--- src/design/ntp_pkg.sv ---
`timescale 1ns / 1ps
// ntp_pkg: shared types, constants and small tables for the thermal plant step
// used by ntp_ctrl, ntp_dp and nonlinear_thermal_plant_step; depends on nothing

package ntp_pkg;

  localparam int FRAC_BITS = 16;
  localparam int WORD_WIDTH = 32;
  localparam int Q_BITS = 30;
  localparam int Y_SHIFT = Q_BITS - FRAC_BITS;
  localparam int SINE_SHIFT = 2 * Q_BITS - FRAC_BITS;
  localparam int CFG_IDX_W = 3;
  localparam int CNT_W = 4;

  // 2*pi in Q16.16, rounded
  localparam logic [32:0] TWO_PI = 33'd411775;
  // multiple of 2*pi above 2^31, makes the reduction argument non-negative
  localparam logic [32:0] RED_OFFSET = 33'd2147818400;
  localparam logic [32:0] PI_Q30 = 33'd3373259426;
  localparam logic [32:0] HALF_PI_Q30 = 33'd1686629713;
  localparam logic [30:0] Q30_ONE = 31'd1073741824;

  localparam logic [CNT_W-1:0] RED_TOP = 4'd13;
  localparam logic [CNT_W-1:0] HORNER_LAST = 4'd3;

  localparam logic [CNT_W-1:0] TERM_A = 4'd0;
  localparam logic [CNT_W-1:0] TERM_SQ = 4'd1;
  localparam logic [CNT_W-1:0] TERM_B = 4'd2;
  localparam logic [CNT_W-1:0] TERM_C = 4'd3;
  localparam logic [CNT_W-1:0] TERM_D = 4'd4;

  localparam logic [CFG_IDX_W-1:0] REG_COEF_A = 3'd0;
  localparam logic [CFG_IDX_W-1:0] REG_COEF_B = 3'd1;
  localparam logic [CFG_IDX_W-1:0] REG_COEF_C = 3'd2;
  localparam logic [CFG_IDX_W-1:0] REG_COEF_D = 3'd3;
  localparam logic [CFG_IDX_W-1:0] REG_HEAT = 3'd4;
  localparam logic [CFG_IDX_W-1:0] REG_INIT_TEMP = 3'd5;

  typedef struct packed {
    logic signed [31:0] coef_a;
    logic signed [31:0] coef_b;
    logic signed [31:0] coef_c;
    logic signed [31:0] coef_d;
    logic signed [31:0] heat_input;
    logic signed [31:0] initial_temp;
  } cfg_t;

  typedef enum logic [4:0] {
    OP_NOP,
    OP_LOAD,
    OP_RED,
    OP_FOLD1,
    OP_FOLD2,
    OP_SQ,
    OP_X2,
    OP_HMUL,
    OP_HDV,
    OP_HREC,
    OP_HEST,
    OP_HFIX,
    OP_SMUL,
    OP_SGET,
    OP_TMUL,
    OP_TSC,
    OP_TACC,
    OP_DONE
  } op_t;

  typedef struct packed {
    op_t              op;
    logic [CNT_W-1:0] idx;
    logic             restart;
  } cmd_t;

  // horner divisors 72, 42, 20, 6 split into a shift and an odd factor
  function automatic logic [1:0] div_shift(input logic [1:0] i);
    logic [1:0] r;
    case (i)
      2'd0: r = 2'd3;
      2'd1: r = 2'd1;
      2'd2: r = 2'd2;
      default: r = 2'd1;
    endcase
    return r;
  endfunction

  function automatic logic [4:0] div_odd(input logic [1:0] i);
    logic [4:0] r;
    case (i)
      2'd0: r = 5'd9;
      2'd1: r = 5'd21;
      2'd2: r = 5'd5;
      default: r = 5'd3;
    endcase
    return r;
  endfunction

  // floor(2^33 / odd factor)
  function automatic logic [31:0] div_magic(input logic [1:0] i);
    logic [31:0] r;
    case (i)
      2'd0: r = 32'd954437176;
      2'd1: r = 32'd409044504;
      2'd2: r = 32'd1717986918;
      default: r = 32'd2863311530;
    endcase
    return r;
  endfunction

endpackage

--- src/design/ntp_ctrl.sv ---
`timescale 1ns / 1ps
// ntp_ctrl: sequencer for one plant step, issues one datapath command per cycle
// depends on ntp_pkg (cmd_t, op codes, counts)

module ntp_ctrl (
  input  logic           clk,
  input  logic           rst,
  input  logic           in_valid,
  output logic           in_ready,
  input  logic           restart,
  output logic           out_valid,
  input  logic           out_ready,
  output ntp_pkg::cmd_t  cmd
);

  typedef enum logic [16:0] {
    ST_IDLE  = 17'b00000000000000001,
    ST_RED   = 17'b00000000000000010,
    ST_FOLD1 = 17'b00000000000000100,
    ST_FOLD2 = 17'b00000000000001000,
    ST_SQ    = 17'b00000000000010000,
    ST_X2    = 17'b00000000000100000,
    ST_HMUL  = 17'b00000000001000000,
    ST_HDV   = 17'b00000000010000000,
    ST_HREC  = 17'b00000000100000000,
    ST_HEST  = 17'b00000001000000000,
    ST_HFIX  = 17'b00000010000000000,
    ST_SMUL  = 17'b00000100000000000,
    ST_SGET  = 17'b00001000000000000,
    ST_TMUL  = 17'b00010000000000000,
    ST_TSC   = 17'b00100000000000000,
    ST_TACC  = 17'b01000000000000000,
    ST_DONE  = 17'b10000000000000000
  } state_t;

  state_t                    state, state_next;
  logic [ntp_pkg::CNT_W-1:0] cnt, cnt_next;

  assign in_ready = (state == ST_IDLE);

  always_comb begin
    state_next = state;
    cnt_next = cnt;
    cmd.op = ntp_pkg::OP_NOP;
    cmd.idx = cnt;
    cmd.restart = restart;
    case (state)
      ST_IDLE: begin
        if (in_valid) begin
          cmd.op = ntp_pkg::OP_LOAD;
          state_next = ST_RED;
          cnt_next = ntp_pkg::RED_TOP;
        end
      end
      ST_RED: begin
        cmd.op = ntp_pkg::OP_RED;
        if (cnt == '0) begin
          state_next = ST_FOLD1;
        end else begin
          cnt_next = cnt - 1'b1;
        end
      end
      ST_FOLD1: begin
        cmd.op = ntp_pkg::OP_FOLD1;
        state_next = ST_FOLD2;
      end
      ST_FOLD2: begin
        cmd.op = ntp_pkg::OP_FOLD2;
        state_next = ST_SQ;
      end
      ST_SQ: begin
        cmd.op = ntp_pkg::OP_SQ;
        state_next = ST_X2;
      end
      ST_X2: begin
        cmd.op = ntp_pkg::OP_X2;
        state_next = ST_HDV;
        cnt_next = '0;
      end
      ST_HMUL: begin
        cmd.op = ntp_pkg::OP_HMUL;
        state_next = ST_HDV;
      end
      ST_HDV: begin
        cmd.op = ntp_pkg::OP_HDV;
        state_next = ST_HREC;
      end
      ST_HREC: begin
        cmd.op = ntp_pkg::OP_HREC;
        state_next = ST_HEST;
      end
      ST_HEST: begin
        cmd.op = ntp_pkg::OP_HEST;
        state_next = ST_HFIX;
      end
      ST_HFIX: begin
        cmd.op = ntp_pkg::OP_HFIX;
        if (cnt == ntp_pkg::HORNER_LAST) begin
          state_next = ST_SMUL;
        end else begin
          state_next = ST_HMUL;
          cnt_next = cnt + 1'b1;
        end
      end
      ST_SMUL: begin
        cmd.op = ntp_pkg::OP_SMUL;
        state_next = ST_SGET;
      end
      ST_SGET: begin
        cmd.op = ntp_pkg::OP_SGET;
        state_next = ST_TMUL;
        cnt_next = ntp_pkg::TERM_A;
      end
      ST_TMUL: begin
        cmd.op = ntp_pkg::OP_TMUL;
        state_next = ST_TSC;
      end
      ST_TSC: begin
        cmd.op = ntp_pkg::OP_TSC;
        // the square only feeds the next product, it is not summed
        if (cnt == ntp_pkg::TERM_SQ) begin
          state_next = ST_TMUL;
          cnt_next = cnt + 1'b1;
        end else begin
          state_next = ST_TACC;
        end
      end
      ST_TACC: begin
        cmd.op = ntp_pkg::OP_TACC;
        if (cnt == ntp_pkg::TERM_D) begin
          state_next = ST_DONE;
        end else begin
          state_next = ST_TMUL;
          cnt_next = cnt + 1'b1;
        end
      end
      ST_DONE: begin
        if (!out_valid || out_ready) begin
          cmd.op = ntp_pkg::OP_DONE;
          state_next = ST_IDLE;
        end
      end
      default: begin
        state_next = ST_IDLE;
      end
    endcase
  end

  always_ff @(posedge clk) begin
    if (rst) begin
      state <= ST_IDLE;
      cnt <= '0;
      out_valid <= 1'b0;
    end else begin
      state <= state_next;
      cnt <= cnt_next;
      if (cmd.op == ntp_pkg::OP_DONE) begin
        out_valid <= 1'b1;
      end else if (out_ready) begin
        out_valid <= 1'b0;
      end
    end
  end

  a_onehot: assert property (@(posedge clk) disable iff (rst) $onehot(state))
    else $error("controller state not one-hot");
  a_busy_after_accept: assert property (@(posedge clk) disable iff (rst)
    in_valid && in_ready |=> !in_ready)
    else $error("ready held after a word was taken");
  a_done_slot_free: assert property (@(posedge clk) disable iff (rst)
    cmd.op == ntp_pkg::OP_DONE |-> !out_valid || out_ready)
    else $error("result written over an untaken word");
  a_red_range: assert property (@(posedge clk) disable iff (rst)
    state == ST_RED |-> cnt <= ntp_pkg::RED_TOP)
    else $error("reduction step out of range");
  a_term_range: assert property (@(posedge clk) disable iff (rst)
    (state == ST_TMUL || state == ST_TSC || state == ST_TACC) |-> cnt <= ntp_pkg::TERM_D)
    else $error("term index out of range");

endmodule

--- src/design/ntp_dp.sv ---
`timescale 1ns / 1ps
// ntp_dp: plant state, shared 32x32 multiplier, sine argument reduction,
// horner evaluation and saturating accumulation; depends on ntp_pkg

module ntp_dp (
  input  logic                clk,
  input  logic                rst,
  input  ntp_pkg::cmd_t       cmd,
  input  ntp_pkg::cfg_t       cfg,
  output logic signed [31:0]  temperature,
  output logic                saturated
);

  logic signed [31:0] older_temp, last_temp, prev_heat;
  logic [32:0]        red, y;
  logic               sneg;
  logic [31:0]        x2, dv;
  logic [30:0]        t, q;
  logic [ntp_pkg::FRAC_BITS:0] s;
  logic [63:0]        prod;
  logic               pneg;
  logic signed [31:0] term;
  logic signed [33:0] acc;
  logic               sat;

  // multiplier operands
  logic [31:0]        ma, mb;
  logic               mul_en;
  logic signed [31:0] tp, tq;
  logic [31:0]        pmag, qmag;
  logic               qneg;

  logic [32:0]        red_lim, y0, y1;
  logic [31:0]        hbase, hprod, hrem;
  logic [1:0]         hi;
  logic [30:0]        hq;
  logic [47:0]        m, lim, mc;
  logic               msat;
  logic [31:0]        term_val;
  logic signed [33:0] acc_max, acc_min;
  logic signed [31:0] sum_clip;
  logic               sum_sat;

  always_comb begin
    tp = cfg.coef_a;
    tq = last_temp;
    case (cmd.idx)
      ntp_pkg::TERM_A: begin
        tp = cfg.coef_a;
        tq = last_temp;
      end
      ntp_pkg::TERM_SQ: begin
        tp = older_temp;
        tq = older_temp;
      end
      ntp_pkg::TERM_B: begin
        tp = cfg.coef_b;
        tq = term;
      end
      ntp_pkg::TERM_C: begin
        tp = cfg.coef_c;
        tq = cfg.heat_input;
      end
      ntp_pkg::TERM_D: begin
        tp = cfg.coef_d;
        tq = '0;
      end
      default: begin
        tp = '0;
        tq = '0;
      end
    endcase
    pmag = tp[31] ? (~tp + 32'sd1) : tp;
    if (cmd.idx == ntp_pkg::TERM_D) begin
      qmag = 32'(s);
      qneg = sneg;
    end else begin
      qmag = tq[31] ? (~tq + 32'sd1) : tq;
      qneg = tq[31];
    end
  end

  always_comb begin
    mul_en = 1'b1;
    ma = '0;
    mb = '0;
    case (cmd.op)
      ntp_pkg::OP_SQ: begin
        ma = y[31:0];
        mb = y[31:0];
      end
      ntp_pkg::OP_HMUL: begin
        ma = x2;
        mb = 32'(t);
      end
      ntp_pkg::OP_HREC: begin
        ma = dv;
        mb = ntp_pkg::div_magic(cmd.idx[1:0]);
      end
      ntp_pkg::OP_SMUL: begin
        ma = y[31:0];
        mb = 32'(t);
      end
      ntp_pkg::OP_TMUL: begin
        ma = pmag;
        mb = qmag;
      end
      default: begin
        mul_en = 1'b0;
      end
    endcase
  end

  always_comb begin
    // reduction: one conditional subtract of 2*pi << k per cycle
    red_lim = ntp_pkg::TWO_PI << cmd.idx;
    y0 = red << ntp_pkg::Y_SHIFT;
    y1 = (y > ntp_pkg::PI_Q30) ? ntp_pkg::PI_Q30 : y;

    // horner divide: estimate from reciprocal is low by at most one
    hi = cmd.idx[1:0];
    hbase = (hi == 2'd0) ? x2 : prod[ntp_pkg::Q_BITS+31:ntp_pkg::Q_BITS];
    hprod = 32'(q) * 32'(ntp_pkg::div_odd(hi));
    hrem = dv - hprod;
    hq = q + 31'(hrem >= 32'(ntp_pkg::div_odd(hi)));

    // product scaling, magnitude truncated and clipped
    m = prod[63:ntp_pkg::FRAC_BITS];
    lim = pneg ? (48'd1 << (ntp_pkg::WORD_WIDTH - 1))
               : ((48'd1 << (ntp_pkg::WORD_WIDTH - 1)) - 48'd1);
    msat = (m > lim);
    mc = msat ? lim : m;
    term_val = pneg ? (~mc[31:0] + 32'd1) : mc[31:0];

    acc_max = 34'sd2147483647;
    acc_min = -34'sd2147483648;
    sum_sat = (acc > acc_max) || (acc < acc_min);
    if (acc > acc_max) begin
      sum_clip = 32'sh7fffffff;
    end else if (acc < acc_min) begin
      sum_clip = 32'sh80000000;
    end else begin
      sum_clip = acc[31:0];
    end
  end

  // plant state
  always_ff @(posedge clk) begin
    if (rst) begin
      older_temp <= '0;
      last_temp <= '0;
      prev_heat <= '0;
    end else begin
      case (cmd.op)
        ntp_pkg::OP_LOAD: begin
          if (cmd.restart) begin
            last_temp <= cfg.initial_temp;
            older_temp <= '0;
          end
        end
        ntp_pkg::OP_DONE: begin
          older_temp <= last_temp;
          last_temp <= sum_clip;
          prev_heat <= cfg.heat_input;
        end
        default: begin
        end
      endcase
    end
  end

  // working registers
  always_ff @(posedge clk) begin
    if (mul_en) begin
      prod <= 64'(ma) * 64'(mb);
    end
    case (cmd.op)
      ntp_pkg::OP_LOAD: begin
        red <= cmd.restart ? ntp_pkg::RED_OFFSET
                           : (33'({prev_heat[31], prev_heat}) + ntp_pkg::RED_OFFSET);
        acc <= '0;
        sat <= 1'b0;
      end
      ntp_pkg::OP_RED: begin
        if (red >= red_lim) begin
          red <= red - red_lim;
        end
      end
      ntp_pkg::OP_FOLD1: begin
        if (y0 >= ntp_pkg::PI_Q30) begin
          y <= y0 - ntp_pkg::PI_Q30;
          sneg <= 1'b1;
        end else begin
          y <= y0;
          sneg <= 1'b0;
        end
      end
      ntp_pkg::OP_FOLD2: begin
        y <= (y1 > ntp_pkg::HALF_PI_Q30) ? (ntp_pkg::PI_Q30 - y1) : y1;
      end
      ntp_pkg::OP_X2: begin
        x2 <= prod[ntp_pkg::Q_BITS+31:ntp_pkg::Q_BITS];
      end
      ntp_pkg::OP_HDV: begin
        dv <= hbase >> ntp_pkg::div_shift(hi);
      end
      ntp_pkg::OP_HEST: begin
        q <= prod[63:33];
      end
      ntp_pkg::OP_HFIX: begin
        t <= ntp_pkg::Q30_ONE - hq;
      end
      ntp_pkg::OP_SGET: begin
        s <= prod[ntp_pkg::SINE_SHIFT+ntp_pkg::FRAC_BITS:ntp_pkg::SINE_SHIFT];
      end
      ntp_pkg::OP_TMUL: begin
        pneg <= tp[31] ^ qneg;
      end
      ntp_pkg::OP_TSC: begin
        term <= term_val;
        sat <= sat | msat;
      end
      ntp_pkg::OP_TACC: begin
        if (cmd.idx == ntp_pkg::TERM_B) begin
          acc <= acc - 34'(term);
        end else begin
          acc <= acc + 34'(term);
        end
      end
      ntp_pkg::OP_DONE: begin
        temperature <= sum_clip;
        saturated <= sat | sum_sat;
      end
      default: begin
      end
    endcase
  end

endmodule

--- src/design/nonlinear_thermal_plant_step.sv ---
`timescale 1ns / 1ps
// nonlinear_thermal_plant_step: top level, configuration registers and the
// sequencer/datapath pair; depends on ntp_pkg, ntp_ctrl, ntp_dp
//
//   channel  handshake              payload
//   in       in_valid / in_ready    restart
//   out      out_valid / out_ready  temperature, saturated
//   cfg      cfg_valid / cfg_ready  cfg_index, cfg_data
//
// the result word is loaded once the sequencer has run through all its steps, and
// a new word is taken only after that, since in_ready waits for the idle state;
// the pace is set by the 14-step sine argument reduction and the single shared
// 32x32 multiplier that serves the sine polynomial and all five products in turn
// in_ready is high only while the sequencer is idle; a finished word waits in
// the output register and the next step may start meanwhile
// a stalled output holds the sequencer at its last step; cfg_ready is always high
// synchronous reset clears plant state, coefficients and the output valid

module nonlinear_thermal_plant_step (
  input  logic                               clk,
  input  logic                               rst,
  input  logic                               in_valid,
  output logic                               in_ready,
  input  logic                               restart,
  output logic                               out_valid,
  input  logic                               out_ready,
  output logic signed [31:0]                 temperature,
  output logic                               saturated,
  input  logic                               cfg_valid,
  output logic                               cfg_ready,
  input  logic [ntp_pkg::CFG_IDX_W-1:0]      cfg_index,
  input  logic [31:0]                        cfg_data
);

  ntp_pkg::cfg_t cfg;
  ntp_pkg::cmd_t cmd;

  assign cfg_ready = 1'b1;

  // indices beyond the register list are dropped
  always_ff @(posedge clk) begin
    if (rst) begin
      cfg <= '0;
    end else if (cfg_valid && cfg_ready) begin
      case (cfg_index)
        ntp_pkg::REG_COEF_A: cfg.coef_a <= cfg_data;
        ntp_pkg::REG_COEF_B: cfg.coef_b <= cfg_data;
        ntp_pkg::REG_COEF_C: cfg.coef_c <= cfg_data;
        ntp_pkg::REG_COEF_D: cfg.coef_d <= cfg_data;
        ntp_pkg::REG_HEAT: cfg.heat_input <= cfg_data;
        ntp_pkg::REG_INIT_TEMP: cfg.initial_temp <= cfg_data;
        default: begin
        end
      endcase
    end
  end

  ntp_ctrl u_ctrl (
    .clk       (clk),
    .rst       (rst),
    .in_valid  (in_valid),
    .in_ready  (in_ready),
    .restart   (restart),
    .out_valid (out_valid),
    .out_ready (out_ready),
    .cmd       (cmd)
  );

  ntp_dp u_dp (
    .clk         (clk),
    .rst         (rst),
    .cmd         (cmd),
    .cfg         (cfg),
    .temperature (temperature),
    .saturated   (saturated)
  );

endmodule
--- config.mk ---
export PLATFORM = sky130hd
export DESIGN_NAME = nonlinear_thermal_plant_step
export DESIGN_NICKNAME = d
export VERILOG_FILES = /design/src/design/ntp_pkg.sv /design/src/design/ntp_ctrl.sv /design/src/design/ntp_dp.sv /design/src/design/nonlinear_thermal_plant_step.sv
export SDC_FILE = /design/constraint.sdc
export NUM_CORES = 2
export LEC_CHECK = 0
export CAP_MARGIN = 25
export CORE_MARGIN = 5
export CORE_UTILIZATION = 55
export CTS_CLUSTER_SIZE = 8
export DETAILED_ROUTE_END_ITERATION = 8
export DONT_BUFFER_PORTS = 1
export GPL_TIMING_DRIVEN = 1
export PLACE_DENSITY = 0.76
export SETUP_SLACK_MARGIN = 0.4
export SLEW_MARGIN = 20
export SYNTH_ARGS = -nofsm -noshare
export SYNTH_HDL_FRONTEND = slang
export SYNTH_SLANG_ARGS = --single-unit
--- constraint.sdc ---
create_clock -name clk -period 23.2 [get_ports clk]
set_input_delay 2.32 -clock clk [delete_from_list [all_inputs] [get_ports clk]]
set_output_delay 2.32 -clock clk [all_outputs]
set_load 0.01 [all_outputs]
==> qor.yml <==
critical_path:
  reg2reg_depth: 43
  end_kind: "register"
  slowest_delay_ns: 1.03
  cp-start-kind: "register"
  reg2reg_from: "u_ctrl.cnt[1]"
  crit_family: "adder cells"
  required_ns: 23.65
  crit_type: "register to register"
  critPathBufInv: 7
  worst-path-stages: 43
  worstPathMaxFanout: 65
  cp_slowest_cell: "a221o_1"
  crit_arrival_ns: 13.52
  reg2reg_to: "u_dp.prod[43]"
  crit_top_cell: "fa_1"
  regToRegSetupSlack_ns: 10.13
drt:
  wire_per_inst_um: 25.52
  via_count: 63610
  via_per_inst: 6.288
  dr.pass1.iters: 9
  routed_wl_mm: 258.2
  antenna_left: 0
  detail_route.iter0.violations: 8049
  drc: 4
die:
  io_pins: 77
  die_area_um2: 142700
  start_util: 0.5513
  die_h_um: 377.8
  coreArea_um2: 135000
  die_x_um: 377.8
  placementRows: 135
clock_network:
  htreeDepth: 3
  clk_path_buf_depth: 3
  clkTransAtPathRegs_ns: 0.06
  numClockSinks: 669
  numCtsBuffers: 94
  cts_tree: "yes"
  cts-resized-gates: 0
  cts_root_buf: "clkbuf_16"
  ctsHoldBuffers: 0
  clk_latency_ns: 0.71
  cts_setup_buffers: 0
sta:
  finalSetupViolCount: 0
  rsz0062_at_grt: "no"
  hold_viol: 0
  timing.fmax_mhz: 76.53
  layout_min_cycle_time_ns: 13.07
  clock_skew_ns: 0.06264
  fin_crit_sh: 0.5632
  slew_headroom: 0.07472
  slew_viol_final: 0
  finalSetupTns_ns: 0
  worstMarginPinSlew_ns: 1.388
cells_and_area:
  area_delta_synth_final_pct: 6.396
  nets: 9769
  final_cells: 10120
  drive_gt1_frac: 0.05207
  fillers: 11580
run_status:
  violations: "DRC"
  status: "complete, but fails checks"
yosys:
  netlist_instances: 8491
  yosys.cell_types.count: 101
  synth_seq_cells: 669
  synthArstFlopShare: 0
  synth_flop_cell: "edfxtp_1"
  syn_area_um2: 74400
  synth_warnings: 0
  synth-edff-count: 359
  avgSynthCellArea_um2: 8.762
  ys_seq_area_frac: 0.2283
  syn_nets: 9989
placement:
  dp_hpwl_mm: 198.3
  port_buffers: 0
  dp_cells: 9950
  routabilityCongestion: 1.045
run:
  maxCapViolations: 0
global_route:
  grt_pass1_vias: 62220
  grt.busiest_layer: "met2"
  gr-usage-met3: 0.1197
  antenna_found_initial: 19
  grt_max_degree: 303
  grtUsageMet1: 0.4727
  grt_pass1_wl_mm: 386.7
  grtUsageMet2: 0.5284
  track_usage: 0.3600
  grt-ovfl-total: 0
min_path:
  holdCritPathClass: "register to register"
  hold_path_end: "cfg[16]"
  whs_path_depth: 2
  min_from: "cfg[16]"
power_and_ir_drop:
  power.leakage_nw: 34.28
  power.density_nw_per_um2: 47.16
  power.total_w: 0.003733
  ir_worst_vdd_mv: 0.09330
-- state kept, by name, indices dropped and copies added (netlist names), 33 cells and up --
register,flops
cfg,192
u_dp.acc,34
u_dp.prod,48
u_dp.red,33
u_dp.y,33
-- cells by family (layout without fill, tap and decap cells) --
kind of cell             Yosys count  in the layout  synth area share
AO/OA/AOI/OAI                   1463           1463            0.1272
XOR/XNOR                         291            291           0.03426
adder cells (fa/ha/maj)         1457           1457            0.3468
buffers and inverters           1691           1516           0.08577
flip-flops                       669            669            0.2283
multiplexers                      99             99           0.01813
other                              1             20        0.00005040
AND/OR/NAND/NOR                 2820           2820            0.1594
-- through the flow --
step	hold WS [ns]	utilization	cell area [µm²]	setup WS, ns
2_1_floorplan	0.4268	-	74400	11.96
5_1_grt	0.4634	0.5862	79110	9.701
3_5_place_dp	0.4417	0.5654	76310	10.53
3_3_place_gp	0.4363	0.5652	76280	10.42
4_1_cts	0.4492	0.5853	78990	10.55
6_report	0.4506	0.5865	79160	10.13
-- tightest hold or removal path, delay by kind of cell (launching register included) --
kind / cells / cell delay [ns]
AND/OR/NAND/NOR: 1 / 0.05
AO/OA/AOI/OAI: 1 / 0.05
flip-flops: 1 / 0.30
-- worst max path at each step --
stage	startpoint	end
3_5_place_dp	u_ctrl.cnt[1]	u_dp.prod[43]
5_1_grt	u_ctrl.cnt[1]	u_dp.prod[43]
3_3_place_gp	u_ctrl.cnt[1]	u_dp.prod[43]
6_report	u_ctrl.cnt[1]	u_dp.prod[43]
4_1_cts	u_ctrl.cnt[1]	u_dp.prod[43]
2_1_floorplan	u_ctrl.cnt[1]	u_dp.prod[43]
-- final cells by class --
class / instances / area (µm²) / area share
multi-input combinational: 6131 / 51410 / 0.6494
timing repair buffer: 153 / 1211 / 0.01530
inverter: 1222 / 4589 / 0.05798
clock buffer: 134 / 2522 / 0.03187
tap: 1781 / 2228 / 0.02815
clock inverter: 7 / 163.9 / 0.002071
sequential: 669 / 16990 / 0.2146
antenna: 19 / 47.55 / 0.0006006
-- cell usage after synthesis, types with 12 or more instances --
cell type,count,share of area
nand2_1,1258,0.063
inv_1,1214,0.061
nor2_1,1033,0.052
fa_1,1009,0.27
a21oi_1,553,0.037
ha_1,448,0.075
clkbuf_1,407,0.021
edfxtp_1,359,0.14
dfxtp_1,310,0.083
o21ai_0,205,0.014
xnor2_1,173,0.020
a22oi_1,119,0.012
xor2_1,118,0.014
nor3_1,94,0.0063
a21o_1,91,0.0092
nand3_1,82,0.0055
a211oi_1,57,0.0058
nor2b_1,54,0.0045
a31oi_1,50,0.0042
nand2b_1,49,0.0041
mux2i_1,47,0.0063
a221oi_1,44,0.0052
buf_1,41,0.0021
a22o_1,40,0.0047
nand4_1,40,0.0034
and2_1,36,0.0030
o21a_1,34,0.0034
or3_1,32,0.0027
and3_1,30,0.0025
a221o_1,29,0.0039
mux2_2,26,0.0039
mux4_2,26,0.0079
nor4_1,23,0.0019
o22ai_1,23,0.0019
o31ai_1,23,0.0023
buf_2,18,0.0012
o21bai_1,18,0.0018
a211o_1,15,0.0018
o21ai_1,15,0.0010
nand3b_1,14,0.0014
a31o_2,13,0.0015
or2_2,13,0.0011
or4_1,12,0.0012
-- metal layers --
layer / wire [µm] / vias to the layer above
met1: 95710 / 31280
li1: - / 27200
met4: 17340 / 10
met5: 175 / -
met3: 35470 / 952
met2: 109500 / 4172
-- where the power goes --
group | switching, W | internal (W) | leakage, nW | total (W)
clock network | 0.000542 | 0.000748 | 1.28 | 0.00129
logic | 0.000724 | 0.000424 | 27.3 | 0.00115
registers | 0.0000229 | 0.00127 | 5.74 | 0.00129
-- placed cells by master (no fill, tap or decap), types with 29 or more instances in the layout --
cell type	instances
xnor2_1	173
nor3_1	93
ha_1	444
nand3_1	80
fa_1	1009
inv_1	1214
nand4_1	40
mux2i_1	47
a22oi_1	119
a31oi_1	49
edfxtp_1	359
buf_4	146
and3_1	29
dfxtp_1	309
o21ai_0	195
o21a_1	33
or3_1	32
nor2_1	1029
nand2_1	1258
xor2_1	118
a221oi_1	30
a21o_1	91
a211oi_1	47
clkbuf_1	38
a21oi_1	549
nor2b_1	53
clkbuf_16	94
a22o_1	40
nand2b_1	49
and2_1	35
(Power assumes the default switching activity.)
